`config.mk`:
```
export PLATFORM = sky130hd
export DESIGN_NAME = line_raster_tile_clip
export DESIGN_NICKNAME = d
export VERILOG_FILES = /design/src/rtl/lrtc_pkg.sv /design/src/rtl/lrtc_front.sv /design/src/rtl/lrtc_fifo.sv /design/src/rtl/lrtc_back.sv /design/src/rtl/line_raster_tile_clip.sv
export SDC_FILE = /design/constraint.sdc
export NUM_CORES = 1
export LEC_CHECK = 0
export BUFFER_PORTS_ARGS = -buffer_cell sky130_fd_sc_hd__buf_4
export CAP_MARGIN = 20
export CELL_PAD_IN_SITES_DETAIL_PLACEMENT = 1
export CELL_PAD_IN_SITES_GLOBAL_PLACEMENT = 1
export CORE_MARGIN = 10
export CORE_UTILIZATION = 35
export DETAILED_ROUTE_END_ITERATION = 12
export GPL_TIMING_DRIVEN = 1
export PLACE_DENSITY = 0.64
export SLEW_MARGIN = 10
export SYNTH_ARGS = -nofsm -noshare
export SYNTH_HDL_FRONTEND = slang
export SYNTH_SLANG_ARGS = --single-unit
```
`constraint.sdc`:
```
create_clock -name clk_i -period 6 [get_ports clk_i]
set_input_delay 0.6 -clock clk_i [delete_from_list [all_inputs] [get_ports clk_i]]
set_output_delay 0.6 -clock clk_i [all_outputs]
set_load 0.01 [all_outputs]
```
`src/rtl/lrtc_pkg.sv`:
```
// Shared types, widths and register codes for the line raster tile clipper.
package lrtc_pkg;

  // Endpoint coordinate width, fixed by the command format
  localparam int unsigned COORD_BITS = 12;
  // Major coordinate, one step past either end of the coordinate range
  localparam int unsigned MAJ_W      = COORD_BITS + 1;
  // Minor coordinate and clipping compares
  localparam int unsigned MIN_W      = COORD_BITS + 2;
  // Doubled deltas
  localparam int unsigned DELTA_W    = COORD_BITS + 2;
  // Error term, peaks below 2x the doubled major delta
  localparam int unsigned ERR_W      = COORD_BITS + 3;

  localparam int unsigned DIM_W      = 7;
  localparam int unsigned PIX_W      = 6;
  localparam int unsigned ADDR_W     = 12;
  localparam int unsigned COLOR_W    = 32;

  localparam int unsigned DEFAULT_MAX_DIM = 64;
  localparam logic [DIM_W-1:0] FRAME_RESET = 7'd64;

  // Command queue between classifier and walker
  localparam int unsigned CMD_FIFO_DEPTH = 2;

  // Configuration register indexes
  localparam int unsigned CFG_IDX_W = 2;
  localparam int unsigned CFG_DATA_W = DIM_W;
  localparam logic [CFG_IDX_W-1:0] REG_FRAME_WIDTH  = 2'd0;
  localparam logic [CFG_IDX_W-1:0] REG_FRAME_HEIGHT = 2'd1;

  // Input line command
  typedef struct packed {
    logic signed [COORD_BITS-1:0] start_x;
    logic signed [COORD_BITS-1:0] start_y;
    logic signed [COORD_BITS-1:0] end_x;
    logic signed [COORD_BITS-1:0] end_y;
    logic [COLOR_W-1:0]           line_color;
  } line_cmd_t;

  // Output pixel write
  typedef struct packed {
    logic [PIX_W-1:0]   pixel_x;
    logic [PIX_W-1:0]   pixel_y;
    logic [ADDR_W-1:0]  pixel_address;
    logic [COLOR_W-1:0] pixel_color;
    logic               last_pixel;
  } pixel_t;

  // Classified command: endpoints ordered along the major axis
  typedef struct packed {
    logic                         steep;
    logic signed [COORD_BITS-1:0] a1;
    logic signed [COORD_BITS-1:0] b1;
    logic signed [COORD_BITS-1:0] a2;
    logic signed [COORD_BITS-1:0] b2;
    logic signed [DELTA_W-1:0]    da;
    logic signed [DELTA_W-1:0]    db;
    logic                         inc_pos;
    logic [COLOR_W-1:0]           color;
    logic [DIM_W-1:0]             clip_major;
    logic [DIM_W-1:0]             clip_minor;
    logic [DIM_W-1:0]             clip_w;
  } walk_cmd_t;

endpackage

```
`src/rtl/lrtc_front.sv`:
```
// Command classifier: picks the major axis, orders endpoints, builds deltas.
module lrtc_front #(
  parameter int unsigned MAX_DIM = lrtc_pkg::DEFAULT_MAX_DIM
) (
  input  logic                        in_valid_i,
  output logic                        in_stall_o,
  input  lrtc_pkg::line_cmd_t         cmd_i,
  input  logic [lrtc_pkg::DIM_W-1:0]  frame_width_i,
  input  logic [lrtc_pkg::DIM_W-1:0]  frame_height_i,
  input  logic                        full_i,
  output logic                        push_o,
  output lrtc_pkg::walk_cmd_t         cmd_o
);
  import lrtc_pkg::*;

  localparam logic [DIM_W-1:0] DimMax = DIM_W'(MAX_DIM);

  logic signed [MAJ_W-1:0] dx, dy, adx, ady, dmaj, dmin;
  logic                    steep, fwd;
  logic [DIM_W-1:0]        cw, ch;

  // Queue space decides acceptance
  assign in_stall_o = full_i;
  assign push_o     = in_valid_i && !full_i;

  always_comb begin
    dx    = MAJ_W'(cmd_i.end_x) - MAJ_W'(cmd_i.start_x);
    dy    = MAJ_W'(cmd_i.end_y) - MAJ_W'(cmd_i.start_y);
    adx   = dx[MAJ_W-1] ? -dx : dx;
    ady   = dy[MAJ_W-1] ? -dy : dy;
    steep = !(ady < adx);
    fwd   = steep ? (dy > 0) : (dx > 0);

    // Clamp tile size to the supported maximum
    cw = (frame_width_i  > DimMax) ? DimMax : frame_width_i;
    ch = (frame_height_i > DimMax) ? DimMax : frame_height_i;

    // Order endpoints so the major coordinate ascends
    if (steep) begin
      cmd_o.a1   = fwd ? cmd_i.start_y : cmd_i.end_y;
      cmd_o.b1   = fwd ? cmd_i.start_x : cmd_i.end_x;
      cmd_o.a2   = fwd ? cmd_i.end_y   : cmd_i.start_y;
      cmd_o.b2   = fwd ? cmd_i.end_x   : cmd_i.start_x;
      dmaj       = fwd ? dy : -dy;
      dmin       = fwd ? dx : -dx;
      cmd_o.clip_major = ch;
      cmd_o.clip_minor = cw;
    end else begin
      cmd_o.a1   = fwd ? cmd_i.start_x : cmd_i.end_x;
      cmd_o.b1   = fwd ? cmd_i.start_y : cmd_i.end_y;
      cmd_o.a2   = fwd ? cmd_i.end_x   : cmd_i.start_x;
      cmd_o.b2   = fwd ? cmd_i.end_y   : cmd_i.start_y;
      dmaj       = fwd ? dx : -dx;
      dmin       = fwd ? dy : -dy;
      cmd_o.clip_major = cw;
      cmd_o.clip_minor = ch;
    end

    cmd_o.steep   = steep;
    cmd_o.da      = $signed({dmaj, 1'b0});
    cmd_o.db      = $signed({dmin, 1'b0});
    cmd_o.inc_pos = (dmaj > 0) && (dmin > 0);
    cmd_o.color   = cmd_i.line_color;
    cmd_o.clip_w  = cw;
  end

endmodule

```
`src/rtl/lrtc_fifo.sv`:
```
// Short command queue between the classifier and the walker.
module lrtc_fifo (
  input  logic                clk_i,
  input  logic                rst_ni,
  input  logic                push_i,
  input  lrtc_pkg::walk_cmd_t data_i,
  output logic                full_o,
  input  logic                pop_i,
  output lrtc_pkg::walk_cmd_t data_o,
  output logic                empty_o
);
  import lrtc_pkg::*;

  localparam int unsigned PtrW = (CMD_FIFO_DEPTH > 1) ? $clog2(CMD_FIFO_DEPTH) : 1;
  localparam int unsigned CntW = $clog2(CMD_FIFO_DEPTH + 1);
  localparam logic [PtrW-1:0] PtrLast = PtrW'(CMD_FIFO_DEPTH - 1);

  walk_cmd_t       mem_q [CMD_FIFO_DEPTH];
  logic [PtrW-1:0] wr_ptr_q, rd_ptr_q;
  logic [CntW-1:0] count_q;
  logic            do_push, do_pop;

  assign full_o  = (count_q == CntW'(CMD_FIFO_DEPTH));
  assign empty_o = (count_q == '0);
  assign do_push = push_i && !full_o;
  assign do_pop  = pop_i && !empty_o;
  assign data_o  = mem_q[rd_ptr_q];

  // Pointers and fill level
  always_ff @(posedge clk_i or negedge rst_ni) begin
    if (!rst_ni) begin
      wr_ptr_q <= '0;
      rd_ptr_q <= '0;
      count_q  <= '0;
    end else begin
      if (do_push) begin
        wr_ptr_q <= (wr_ptr_q == PtrLast) ? '0 : wr_ptr_q + PtrW'(1);
      end
      if (do_pop) begin
        rd_ptr_q <= (rd_ptr_q == PtrLast) ? '0 : rd_ptr_q + PtrW'(1);
      end
      if (do_push && !do_pop) begin
        count_q <= count_q + CntW'(1);
      end else if (do_pop && !do_push) begin
        count_q <= count_q - CntW'(1);
      end
    end
  end

  // Entry storage
  always_ff @(posedge clk_i) begin
    if (do_push) begin
      mem_q[wr_ptr_q] <= data_i;
    end
  end

endmodule

```
`src/rtl/lrtc_back.sv`:
```
// Line walker: steps the error term, clips runs and emits pixel writes.
module lrtc_back (
  input  logic                clk_i,
  input  logic                rst_ni,
  input  logic                cmd_valid_i,
  input  lrtc_pkg::walk_cmd_t cmd_i,
  output logic                cmd_pop_o,
  output logic                out_valid_o,
  input  logic                out_stall_i,
  output lrtc_pkg::pixel_t    out_data_o
);
  import lrtc_pkg::*;

  typedef enum logic [2:0] {
    S_IDLE,
    S_WALK,
    S_DRAW,
    S_FINAL,
    S_DONE
  } state_e;

  state_e                  state_q, state_d;
  walk_cmd_t               cmd_q, cmd_d;
  logic signed [MAJ_W-1:0] a_q, a_d, run_start_q, run_start_d;
  logic signed [MIN_W-1:0] minor_q, minor_d;
  logic signed [ERR_W-1:0] err_q, err_d;
  logic                    fin_q, fin_d, tail_q, tail_d;
  logic [PIX_W-1:0]        draw_k_q, draw_k_d, draw_hi_q, draw_hi_d, draw_m_q, draw_m_d;
  logic [PIX_W-1:0]        pend_x_q, pend_x_d, pend_y_q, pend_y_d;
  logic [ADDR_W-1:0]       pend_addr_q, pend_addr_d;
  logic                    pend_valid_q, pend_valid_d;
  pixel_t                  out_q, out_d;
  logic                    out_valid_q, out_valid_d;

  logic                    out_free;
  logic signed [ERR_W-1:0] err_add, err_mag, err_step, err_half;
  logic                    step, last_step;
  logic signed [MIN_W-1:0] run_rs, run_re, run_m, run_lo, run_hi, cmaj, cmin;
  logic                    run_vis;
  logic [PIX_W-1:0]        px, py;
  logic [PIX_W+DIM_W-1:0]  row_base;
  logic [ADDR_W-1:0]       addr;

  assign out_free    = !out_valid_q || !out_stall_i;
  assign out_valid_o = out_valid_q;
  assign out_data_o  = out_q;

  // One error-term step at the current major coordinate
  always_comb begin
    err_add   = err_q + ERR_W'(cmd_q.db);
    err_mag   = err_add[ERR_W-1] ? -err_add : err_add;
    step      = err_mag > ERR_W'(cmd_q.da);
    err_step  = cmd_q.inc_pos ? err_add - ERR_W'(cmd_q.da) : err_add + ERR_W'(cmd_q.da);
    last_step = (a_q == MAJ_W'(cmd_q.a2));
    err_half  = ERR_W'(cmd_i.da) >>> 1;
  end

  // Run clipping: closed run in walk, final run on the end point's minor
  always_comb begin
    run_rs = MIN_W'(run_start_q);
    if (state_q == S_FINAL) begin
      run_re = MIN_W'(cmd_q.a2);
      run_m  = MIN_W'(cmd_q.b2);
    end else begin
      run_re = MIN_W'(a_q - MAJ_W'(1));
      run_m  = minor_q;
    end
    cmaj    = MIN_W'($signed({1'b0, cmd_q.clip_major}));
    cmin    = MIN_W'($signed({1'b0, cmd_q.clip_minor}));
    run_lo  = run_rs[MIN_W-1] ? '0 : run_rs;
    run_hi  = (run_re >= cmaj) ? cmaj - MIN_W'(1) : run_re;
    run_vis = !run_m[MIN_W-1] && (run_m < cmin) && (run_lo <= run_hi);
  end

  // Pixel coordinates and linear address for the current draw position
  always_comb begin
    px       = cmd_q.steep ? draw_m_q : draw_k_q;
    py       = cmd_q.steep ? draw_k_q : draw_m_q;
    row_base = (PIX_W+DIM_W)'(py) * (PIX_W+DIM_W)'(cmd_q.clip_w);
    addr     = ADDR_W'(row_base) + ADDR_W'(px);
  end

  // Sequencer
  always_comb begin
    state_d      = state_q;
    cmd_d        = cmd_q;
    a_d          = a_q;
    run_start_d  = run_start_q;
    minor_d      = minor_q;
    err_d        = err_q;
    fin_d        = fin_q;
    tail_d       = tail_q;
    draw_k_d     = draw_k_q;
    draw_hi_d    = draw_hi_q;
    draw_m_d     = draw_m_q;
    pend_x_d     = pend_x_q;
    pend_y_d     = pend_y_q;
    pend_addr_d  = pend_addr_q;
    pend_valid_d = pend_valid_q;
    out_d        = out_q;
    out_valid_d  = out_valid_q;
    cmd_pop_o    = 1'b0;

    // Output register empties once taken
    if (out_free) begin
      out_valid_d = 1'b0;
    end

    unique case (state_q)
      S_IDLE: begin
        if (cmd_valid_i) begin
          cmd_pop_o   = 1'b1;
          cmd_d       = cmd_i;
          a_d         = MAJ_W'(cmd_i.a1);
          run_start_d = MAJ_W'(cmd_i.a1);
          minor_d     = MIN_W'(cmd_i.b1);
          err_d       = cmd_i.inc_pos ? err_half : -err_half;
          fin_d       = 1'b0;
          tail_d      = 1'b0;
          state_d     = S_WALK;
        end
      end
      S_WALK: begin
        err_d = step ? err_step : err_add;
        fin_d = last_step;
        if (step) begin
          run_start_d = a_q;
          minor_d     = cmd_q.inc_pos ? minor_q + MIN_W'(1) : minor_q - MIN_W'(1);
        end
        if (!last_step) begin
          a_d = a_q + MAJ_W'(1);
        end
        if (step && run_vis) begin
          draw_k_d  = run_lo[PIX_W-1:0];
          draw_hi_d = run_hi[PIX_W-1:0];
          draw_m_d  = run_m[PIX_W-1:0];
          state_d   = S_DRAW;
        end else if (last_step) begin
          state_d = S_FINAL;
        end
      end
      S_DRAW: begin
        // Previous pixel moves on only when the output register has room
        if (!pend_valid_q || out_free) begin
          if (pend_valid_q) begin
            out_d.pixel_x       = pend_x_q;
            out_d.pixel_y       = pend_y_q;
            out_d.pixel_address = pend_addr_q;
            out_d.pixel_color   = cmd_q.color;
            out_d.last_pixel    = 1'b0;
            out_valid_d         = 1'b1;
          end
          pend_x_d     = px;
          pend_y_d     = py;
          pend_addr_d  = addr;
          pend_valid_d = 1'b1;
          if (draw_k_q == draw_hi_q) begin
            if (tail_q) begin
              state_d = S_DONE;
            end else if (fin_q) begin
              state_d = S_FINAL;
            end else begin
              state_d = S_WALK;
            end
          end else begin
            draw_k_d = draw_k_q + PIX_W'(1);
          end
        end
      end
      S_FINAL: begin
        if (run_vis) begin
          draw_k_d  = run_lo[PIX_W-1:0];
          draw_hi_d = run_hi[PIX_W-1:0];
          draw_m_d  = run_m[PIX_W-1:0];
          tail_d    = 1'b1;
          state_d   = S_DRAW;
        end else begin
          state_d = S_DONE;
        end
      end
      S_DONE: begin
        // Held-back pixel is the line's last one
        if (!pend_valid_q) begin
          state_d = S_IDLE;
        end else if (out_free) begin
          out_d.pixel_x       = pend_x_q;
          out_d.pixel_y       = pend_y_q;
          out_d.pixel_address = pend_addr_q;
          out_d.pixel_color   = cmd_q.color;
          out_d.last_pixel    = 1'b1;
          out_valid_d         = 1'b1;
          pend_valid_d        = 1'b0;
          state_d             = S_IDLE;
        end
      end
      default: state_d = S_IDLE;
    endcase
  end

  // State and registered outputs
  always_ff @(posedge clk_i or negedge rst_ni) begin
    if (!rst_ni) begin
      state_q      <= S_IDLE;
      cmd_q        <= '0;
      a_q          <= '0;
      run_start_q  <= '0;
      minor_q      <= '0;
      err_q        <= '0;
      fin_q        <= 1'b0;
      tail_q       <= 1'b0;
      draw_k_q     <= '0;
      draw_hi_q    <= '0;
      draw_m_q     <= '0;
      pend_x_q     <= '0;
      pend_y_q     <= '0;
      pend_addr_q  <= '0;
      pend_valid_q <= 1'b0;
      out_q        <= '0;
      out_valid_q  <= 1'b0;
    end else begin
      state_q      <= state_d;
      cmd_q        <= cmd_d;
      a_q          <= a_d;
      run_start_q  <= run_start_d;
      minor_q      <= minor_d;
      err_q        <= err_d;
      fin_q        <= fin_d;
      tail_q       <= tail_d;
      draw_k_q     <= draw_k_d;
      draw_hi_q    <= draw_hi_d;
      draw_m_q     <= draw_m_d;
      pend_x_q     <= pend_x_d;
      pend_y_q     <= pend_y_d;
      pend_addr_q  <= pend_addr_d;
      pend_valid_q <= pend_valid_d;
      out_q        <= out_d;
      out_valid_q  <= out_valid_d;
    end
  end

  // No pixel may be held back between lines
  assert property (@(posedge clk_i) disable iff (!rst_ni)
    (state_q == S_IDLE) |-> !pend_valid_q)
    else $error("held pixel left over after line end");

  // Draw position never passes the clipped run end
  assert property (@(posedge clk_i) disable iff (!rst_ni)
    (state_q == S_DRAW) |-> (draw_k_q <= draw_hi_q))
    else $error("draw position beyond run end");

  // Flushing the held pixel marks it as the last of the line
  assert property (@(posedge clk_i) disable iff (!rst_ni)
    (state_q == S_DONE && pend_valid_q && out_free) |=>
      (out_valid_q && out_q.last_pixel && !pend_valid_q))
    else $error("line end flush lost the last flag");

  // The walker only pops a command the queue actually holds
  assert property (@(posedge clk_i) disable iff (!rst_ni)
    cmd_pop_o |-> (cmd_valid_i && state_q == S_IDLE))
    else $error("command popped from empty queue");

endmodule

```
`src/rtl/line_raster_tile_clip.sv`:
```
// Top level of the line raster tile clipper.
//
// Input channel (in_valid_i / in_stall_o / in_data_i): one transaction is a
// line command with two signed endpoints and a color. Output channel
// (out_valid_o / out_stall_i / out_data_o): one transaction per pixel write
// that lands inside the tile, in drawing order, last_pixel set on the final
// one. A fully clipped line produces no output transaction.
// Config channel (cfg_valid_i / cfg_ready_o): index 0 is frame_width, index 1
// is frame_height; always ready; write only while the block is idle.
//
// A classifier accepts commands into a two-entry queue; the walker pops one
// at a time. Per line the walker loads the command, walks one major coordinate
// step per cycle (|major delta| + 1 steps), draws one pixel per cycle while
// the output register has room, and closes the line in its final and done
// states; a line's time is set by the one-step-per-cycle walk and pixel drawing.
// A run's pixels come out only once the run closes, each held back until the
// next is known (for the last flag). While out_stall_i holds a pixel in the
// output register, the walker waits at its next pixel; the queue keeps taking
// commands until full. Reset empties the queue and sets both tile sizes to 64.
module line_raster_tile_clip #(
  parameter int unsigned MAX_DIM = lrtc_pkg::DEFAULT_MAX_DIM
) (
  input  logic                            clk_i,
  input  logic                            rst_ni,
  input  logic                            in_valid_i,
  output logic                            in_stall_o,
  input  lrtc_pkg::line_cmd_t             in_data_i,
  output logic                            out_valid_o,
  input  logic                            out_stall_i,
  output lrtc_pkg::pixel_t                out_data_o,
  input  logic                            cfg_valid_i,
  output logic                            cfg_ready_o,
  input  logic [lrtc_pkg::CFG_IDX_W-1:0]  cfg_index_i,
  input  logic [lrtc_pkg::CFG_DATA_W-1:0] cfg_data_i
);
  import lrtc_pkg::*;

  logic [DIM_W-1:0] frame_width_q, frame_height_q;
  logic             push, full, empty, pop;
  walk_cmd_t        front_cmd, back_cmd;

  assign cfg_ready_o = 1'b1;

  // Configuration registers
  always_ff @(posedge clk_i or negedge rst_ni) begin
    if (!rst_ni) begin
      frame_width_q  <= FRAME_RESET;
      frame_height_q <= FRAME_RESET;
    end else if (cfg_valid_i && cfg_ready_o) begin
      case (cfg_index_i)
        REG_FRAME_WIDTH:  frame_width_q  <= cfg_data_i;
        REG_FRAME_HEIGHT: frame_height_q <= cfg_data_i;
        default: ;
      endcase
    end
  end

  lrtc_front #(
    .MAX_DIM(MAX_DIM)
  ) u_front (
    .in_valid_i     (in_valid_i),
    .in_stall_o     (in_stall_o),
    .cmd_i          (in_data_i),
    .frame_width_i  (frame_width_q),
    .frame_height_i (frame_height_q),
    .full_i         (full),
    .push_o         (push),
    .cmd_o          (front_cmd)
  );

  lrtc_fifo u_fifo (
    .clk_i   (clk_i),
    .rst_ni  (rst_ni),
    .push_i  (push),
    .data_i  (front_cmd),
    .full_o  (full),
    .pop_i   (pop),
    .data_o  (back_cmd),
    .empty_o (empty)
  );

  lrtc_back u_back (
    .clk_i       (clk_i),
    .rst_ni      (rst_ni),
    .cmd_valid_i (!empty),
    .cmd_i       (back_cmd),
    .cmd_pop_o   (pop),
    .out_valid_o (out_valid_o),
    .out_stall_i (out_stall_i),
    .out_data_o  (out_data_o)
  );

endmodule

```
# Word-level counts from Yosys, hierarchy flattened
# Memories as Yosys holds them, arrays and structs flattened.
# Cells that the tools add are included.
# op_classes
n_addsub	20
multipliers	1
order_cmp	11
n_eq_ne	21
muxes	85
bitwise_logic	1
reduce_logical	42
# op_table
cell	n
2-to-1 mux 57 bit	4
2-to-1 mux 13 bit	9
one-hot mux 57 bit (2 select lines)	1
2-to-1 mux 14 bit	7
2-to-1 mux 15 bit	5
2-to-1 mux 12 bit	5
2-to-1 mux 6 bit	10
> comparator 13 x 1 -> 1 bit, second input constant	4
one-hot mux 13 bit (2 select lines)	2
2-to-1 mux 48 bit	1
adder 15 x 14 -> 15 bit	2
one-hot mux 15 bit (2 select lines)	1
one-hot mux 14 bit (2 select lines)	1
2-to-1 mux 3 bit	9
negator 13 bit	2
subtractor 12 x 12 -> 13 bit	2
one-hot mux 6 bit (2 select lines)	2
one-hot mux 6 bit (3 select lines)	1
2-to-1 mux 1 bit	17
inequality test 2 x 1 -> 1 bit, second input constant	8
> comparator 15 x 14 -> 1 bit	1
negator 13 -> 15 bit	1
negator 15 bit	1
one-hot mux 3 bit (5 select lines)	1
other kinds (41)	84
# totals
reg_bits	286
ram_bits	258
inputBits	94
output_inout_bits	60
word_cells	217
memories	1
# memory_table
memory	words	width	rd	rd_ports_with_merged_regs	wr	line	text
u_fifo.mem_q	2	129	1	0	1	lrtc_fifo.sv:18	walk_cmd_t mem_q [CMD_FIFO_DEPTH];

# Logic depth before layout (Yosys ltp)
# logic_depth
ltp_word	9
mapped_depth	30

# By module
# A second synthesis with hierarchy kept.
# hier_totals
hier_cells	3050
hier_area_um2	32169.6
# by_module_without_submodules
module	n_inst	cells_per_inst	area_per_inst_um2	seq_area_each_um2
lrtc_back	1	1876	16843.7	6706.4
lrtc_fifo	1	427	9980.8	7967.6
lrtc_front	1	714	4789.6	0.0
line_raster_tile_clip	1	33	555.5	352.8

# Least setup slack after synthesis
# Ideal clock, no wire load.
# synth_timing
path_type	input -> register
startpoint	input port in_valid_i
endpoint	memory u_fifo.mem_q[0][0] (netlist bit) (enable)
setup_time_ns	0.619
arrival_time_ns	6.049
required_time_ns	5.381
setup_slack_ns	-0.667
cell_stages	2
path_buffers	0
path_cell_list	nand2_1 -> nor2_1
# synth_between
elab_chain_len	4
# synth_rtl
element	line	text
from (decl)	line_raster_tile_clip.sv:25	input logic in_valid_i,
logical AND 1 bit	lrtc_front.sv:24	assign push_o = in_valid_i && !full_i;
logical AND 1 bit	lrtc_fifo.sv:25	assign do_push = push_i && !full_o;
2-to-1 mux 1 bit	lrtc_fifo.sv:52	if (do_push) begin
2-to-1 mux 1 bit (implied by the code)	lrtc_fifo.sv:53	mem_q[wr_ptr_q] <= data_i;
to (decl)	lrtc_fifo.sv:18	
# Every way passes these cells.

==> summary.md <==
| Metric | Value |
|---|---|
| Outcome | `completed` |
| Vias in the first global route | `24380` |
| DIE AREA | `0.09923 mm^2` |
| Unrepaired setup endpoints after global routing | `no` |
| Most common cell after layout, fill and taps aside | `nand2_1` |
| Combinational family with the most area after synthesis | `compound AO/OA/AOI/OAI gates` |
| Final min period | `5.581 ns` |
| Clk sinks | `~540` |
| Xor-xnor portion of the synthesized cell area | `4.712%` |
| Crit path arrival time | `roughly 5.9 ns` |
| Iteration-0 DRC Markers | `1150` |
| Starting Density | `35.16%` |
| DR pass1 iterations | `5` |
| Period utilization | `93.01%` |
| Detailed Place HPWL | `66680 um` |
| Yosys top cell area share | `25.44%` |
| Ys Warns | `0` |
| Largest net degree at the start of global routing | `130` |
| Startpoint Class | `primary input` |
| Post-Syn Area | `0.03046 mm^2` |
| Hold Crit Class | `in -> reg` |
| Cells after synthesis | `a little under 3000` |
| # setup viols final | `0` |
| CTS Buf Count | `66` |
| Most used DFF post-synth | `dfrtp_1` |
| FMAX | `179.2 MHz` |
| Clk slew on worst S/H paths | `0.06 ns` |
| Core ar. | `0.08662 mm^2` |
| Die Span X | `315 um` |
| Antenna diodes | `0` |
| TritonCTS clock tree | `built` |
| Most frequent cells in the layout | `nand2_1 (322), buf_4 (312), dfrtp_1 (281), o21ai_0 (260), edfxtp_1 (258)` |
| ANT nets after route | `0` |
| Clk_lat worst skew | `roughly 0.62 ns` |
| Max Root-Sink Buffers | `3` |
| Routed WL per cell | `20.44 um` |
| Synth Area in Adders | `8.207%` |
| Critical path fanouts, max | `6` |
| Root Buffer | `clkbuf_16` |
| Cell variety after synth | `around 90` |
| First-pass GRT wire length | `between 100000 and 150000 um` |
| GRT Residual Overflow | `0` |
| Max Cap Viol | `0` |
| Synth Area in Simple Gates | `a little under an eighth` |
| PortBufs | `152` |
| Worst setup EP type | `register` |
| Worst path required time | `~6.3 ns` |
| Max-slew headroom | `29.43%` |
| Mux share of post-synthesis cell area | `between 10% and 20%` |
| Clk_skew | `about 0.041 ns` |
| Synth area leader | `edfxtp_1` |
| Chip height | `315 um` |
| Syn_area_per_cell | `10.55 um^2` |
| Compound-Gate Fraction of Synth Area | `12.63%` |
| Post-DP Area | `0.03391 mm^2` |
| Row Count | `108` |
| Placer Congestion | `0.8856` |
| Crit Path Class | `in -> reg` |
| Register area share after synthesis | `48.78%` |
| Async set or reset register ratio after synthesis | `52.40%` |
| Total global-route track usage | `17.70%` |
| Area occupied by multi-input gates | `0.01462 mm^2` |
| Top post-synthesis cells by area | `edfxtp_1 (25%), dfrtp_1 (23%), mux2i_1 (6.4%)` |
| Syn Nets | `3163` |
| Synth-to-Final Area Change | `19.19%` |
| Max-slew violation count | `0` |
| Via Count | `22470` |
| FF+latch count, synth | `542` |
| Register area | `0.01486 mm^2` |
| Fillers | `9504` |
| Nets | `around 3400` |
| EDFF count, synth | `~260` |
| DR vias/cell | `5.161` |
| H-tree lvl count | `3` |
| Io pins | `154` |
| Final WL | `around 90000 um` |
| Final Instance Area | `0.03630 mm^2` |
| DRC Markers | `0` |
| Initial antenna violation count | `0` |
| Layout cell share with drive strength beyond 1 | `18.69%` |
| Pin slew with the least headroom to its limit | `1.059 ns` |
| Hold Slack | `approximately 0.16 ns` |
| Final hold vios | `0` |
[registers in the layout, summed over array words and instances (netlist names), 12 cells and up]
signal	count
u_back.out_data_o	57
u_back.a_q	13
u_fifo.mem_q	258
u_back.err_q	15
u_back.cmd_q	98
u_back.run_start_q	13
u_back.pend_addr_q	12
u_back.minor_q	14
[through the flow]
step | worst slack [ns] | util, % | TNS (ns) | cells
final | 0.4195 | 41.91 | 0 | 4354
after global routing | 0.009197 | 41.91 | 0 | 4354
after CTS | 0.05735 | 41.81 | 0 | 4352
after detailed placement | -0.2892 | 39.15 | -2.309 | 4229
after global placement | -0.05409 | 39.15 | -0.1082 | 4229
after floorplan | 0.2347 | - | 0 | 2886
[worst max-delay path, stage by stage]
cell,delay (ns)
buf_4,0.11
inv_1,0.08
ha_1,0.16
inv_1,0.05
fa_1,0.45
a21oi_2,0.22
o21ai_0,0.11
a21oi_1,0.18
xor2_1,0.23
nand4_1,0.17
nand3b_1,0.22
or3_1,0.37
nand2_1,0.10
xnor2_1,0.12
ha_1,0.26
a211oi_1,0.31
and3_1,0.21
o2111ai_1,0.14
nand2_2,0.15
a311o_1,0.27
o21ai_4,0.13
o21ai_1,0.19
a32oi_1,0.17
or4b_1,0.52
o31ai_1,0.26
a31oi_1,0.09
[what timing repair did]
action | CTS | global route
setup endpoints to repair | 19 | 64
setup buffers | 0 | 1
hold buffers | 1 | 0
resized for setup | 3 | 20
pin swaps | 0 | 3
hold endpoints to repair | 34 | 0
[kinds of logic after synthesis]
logic type,Yosys count
buffers and inverters,287
adders and majority gates,183
DFF,542
xor gates and xnor gates,160
AOI/OAI and AO/OA,645
other,1
muxes,301
and+or+nand+nor,767
[synth_stat cells (all sizes together), types with 18 or more instances]
library cell  instances
clkbuf               91
ha                  155
nand3                26
xor2                 54
edfxtp              258
nor4                 19
mux2i               195
a211oi               25
and2                 20
nand2b               26
o21a                 19
dfrtp               282
nor3                 49
inv                 156
nor2                190
a21o                 24
mux2                106
buf                  40
nand2               324
o211ai               18
nor2b                31
fa                   28
a21oi               187
o21ai               266
xnor2               106
[metal layers]
| layer | GRT usage (%) | share of wire (%) | vias to the layer above |
|---|---|---|---|
| li1 | - | - | 10770 |
| met1 | 24.35 | 48 | 11270 |
| met2 | 28.94 | 46 | 341 |
| met3 | 2.462 | 3.6 | 97 |
| met4 | 4.665 | 2.0 | 0 |
| met5 | 0 | 0 | - |
[worst paths after layout]
| check | from | end | slack, ns | depth (start not counted) |
|---|---|---|---|---|
| min in group asynchronous | rst_ni | u_back.cmd_q[47]$_DFFE_PN0P_ | 0.50 | 2 |
| hold reg to reg | u_back.cmd_q[25]$_DFFE_PN0P_ | u_back.cmd_q[25]$_DFFE_PN0P_ | 0.48 | 2 |
| setup / recovery | in_data_i[44] | u_fifo.mem_q[1][53]$_DFFE_PP_ | 0.42 | 26 |
| max in group asynchronous | rst_ni | u_fifo.rd_ptr_q$_DFFE_PN0P_ | 4.16 | 3 |
| hold / removal | in_data_i[16] | u_fifo.mem_q[0][37]$_DFFE_PP_ | 0.16 | 1 |
| setup reg to reg | u_back.a_q[0]$_DFFE_PN0P_ | u_back.draw_hi_q[0]$_DFFE_PN0P_ | 0.44 | 25 |
[layout make-up]
class / count / area share (%)
Tap cell: 1155 / 3.981
Inverter: 156 / 1.627
Clock buffer: 75 / 4.753
Timing Repair Buffer: 322 / 6.896
Multi-Input combinational cell: 2057 / 40.28
Sequential cell: 542 / 40.93
Clock inverter: 47 / 1.534
Power is not shown: default switching activity piles up to over one toggle a cycle in this logic, so the estimate is an artifact.
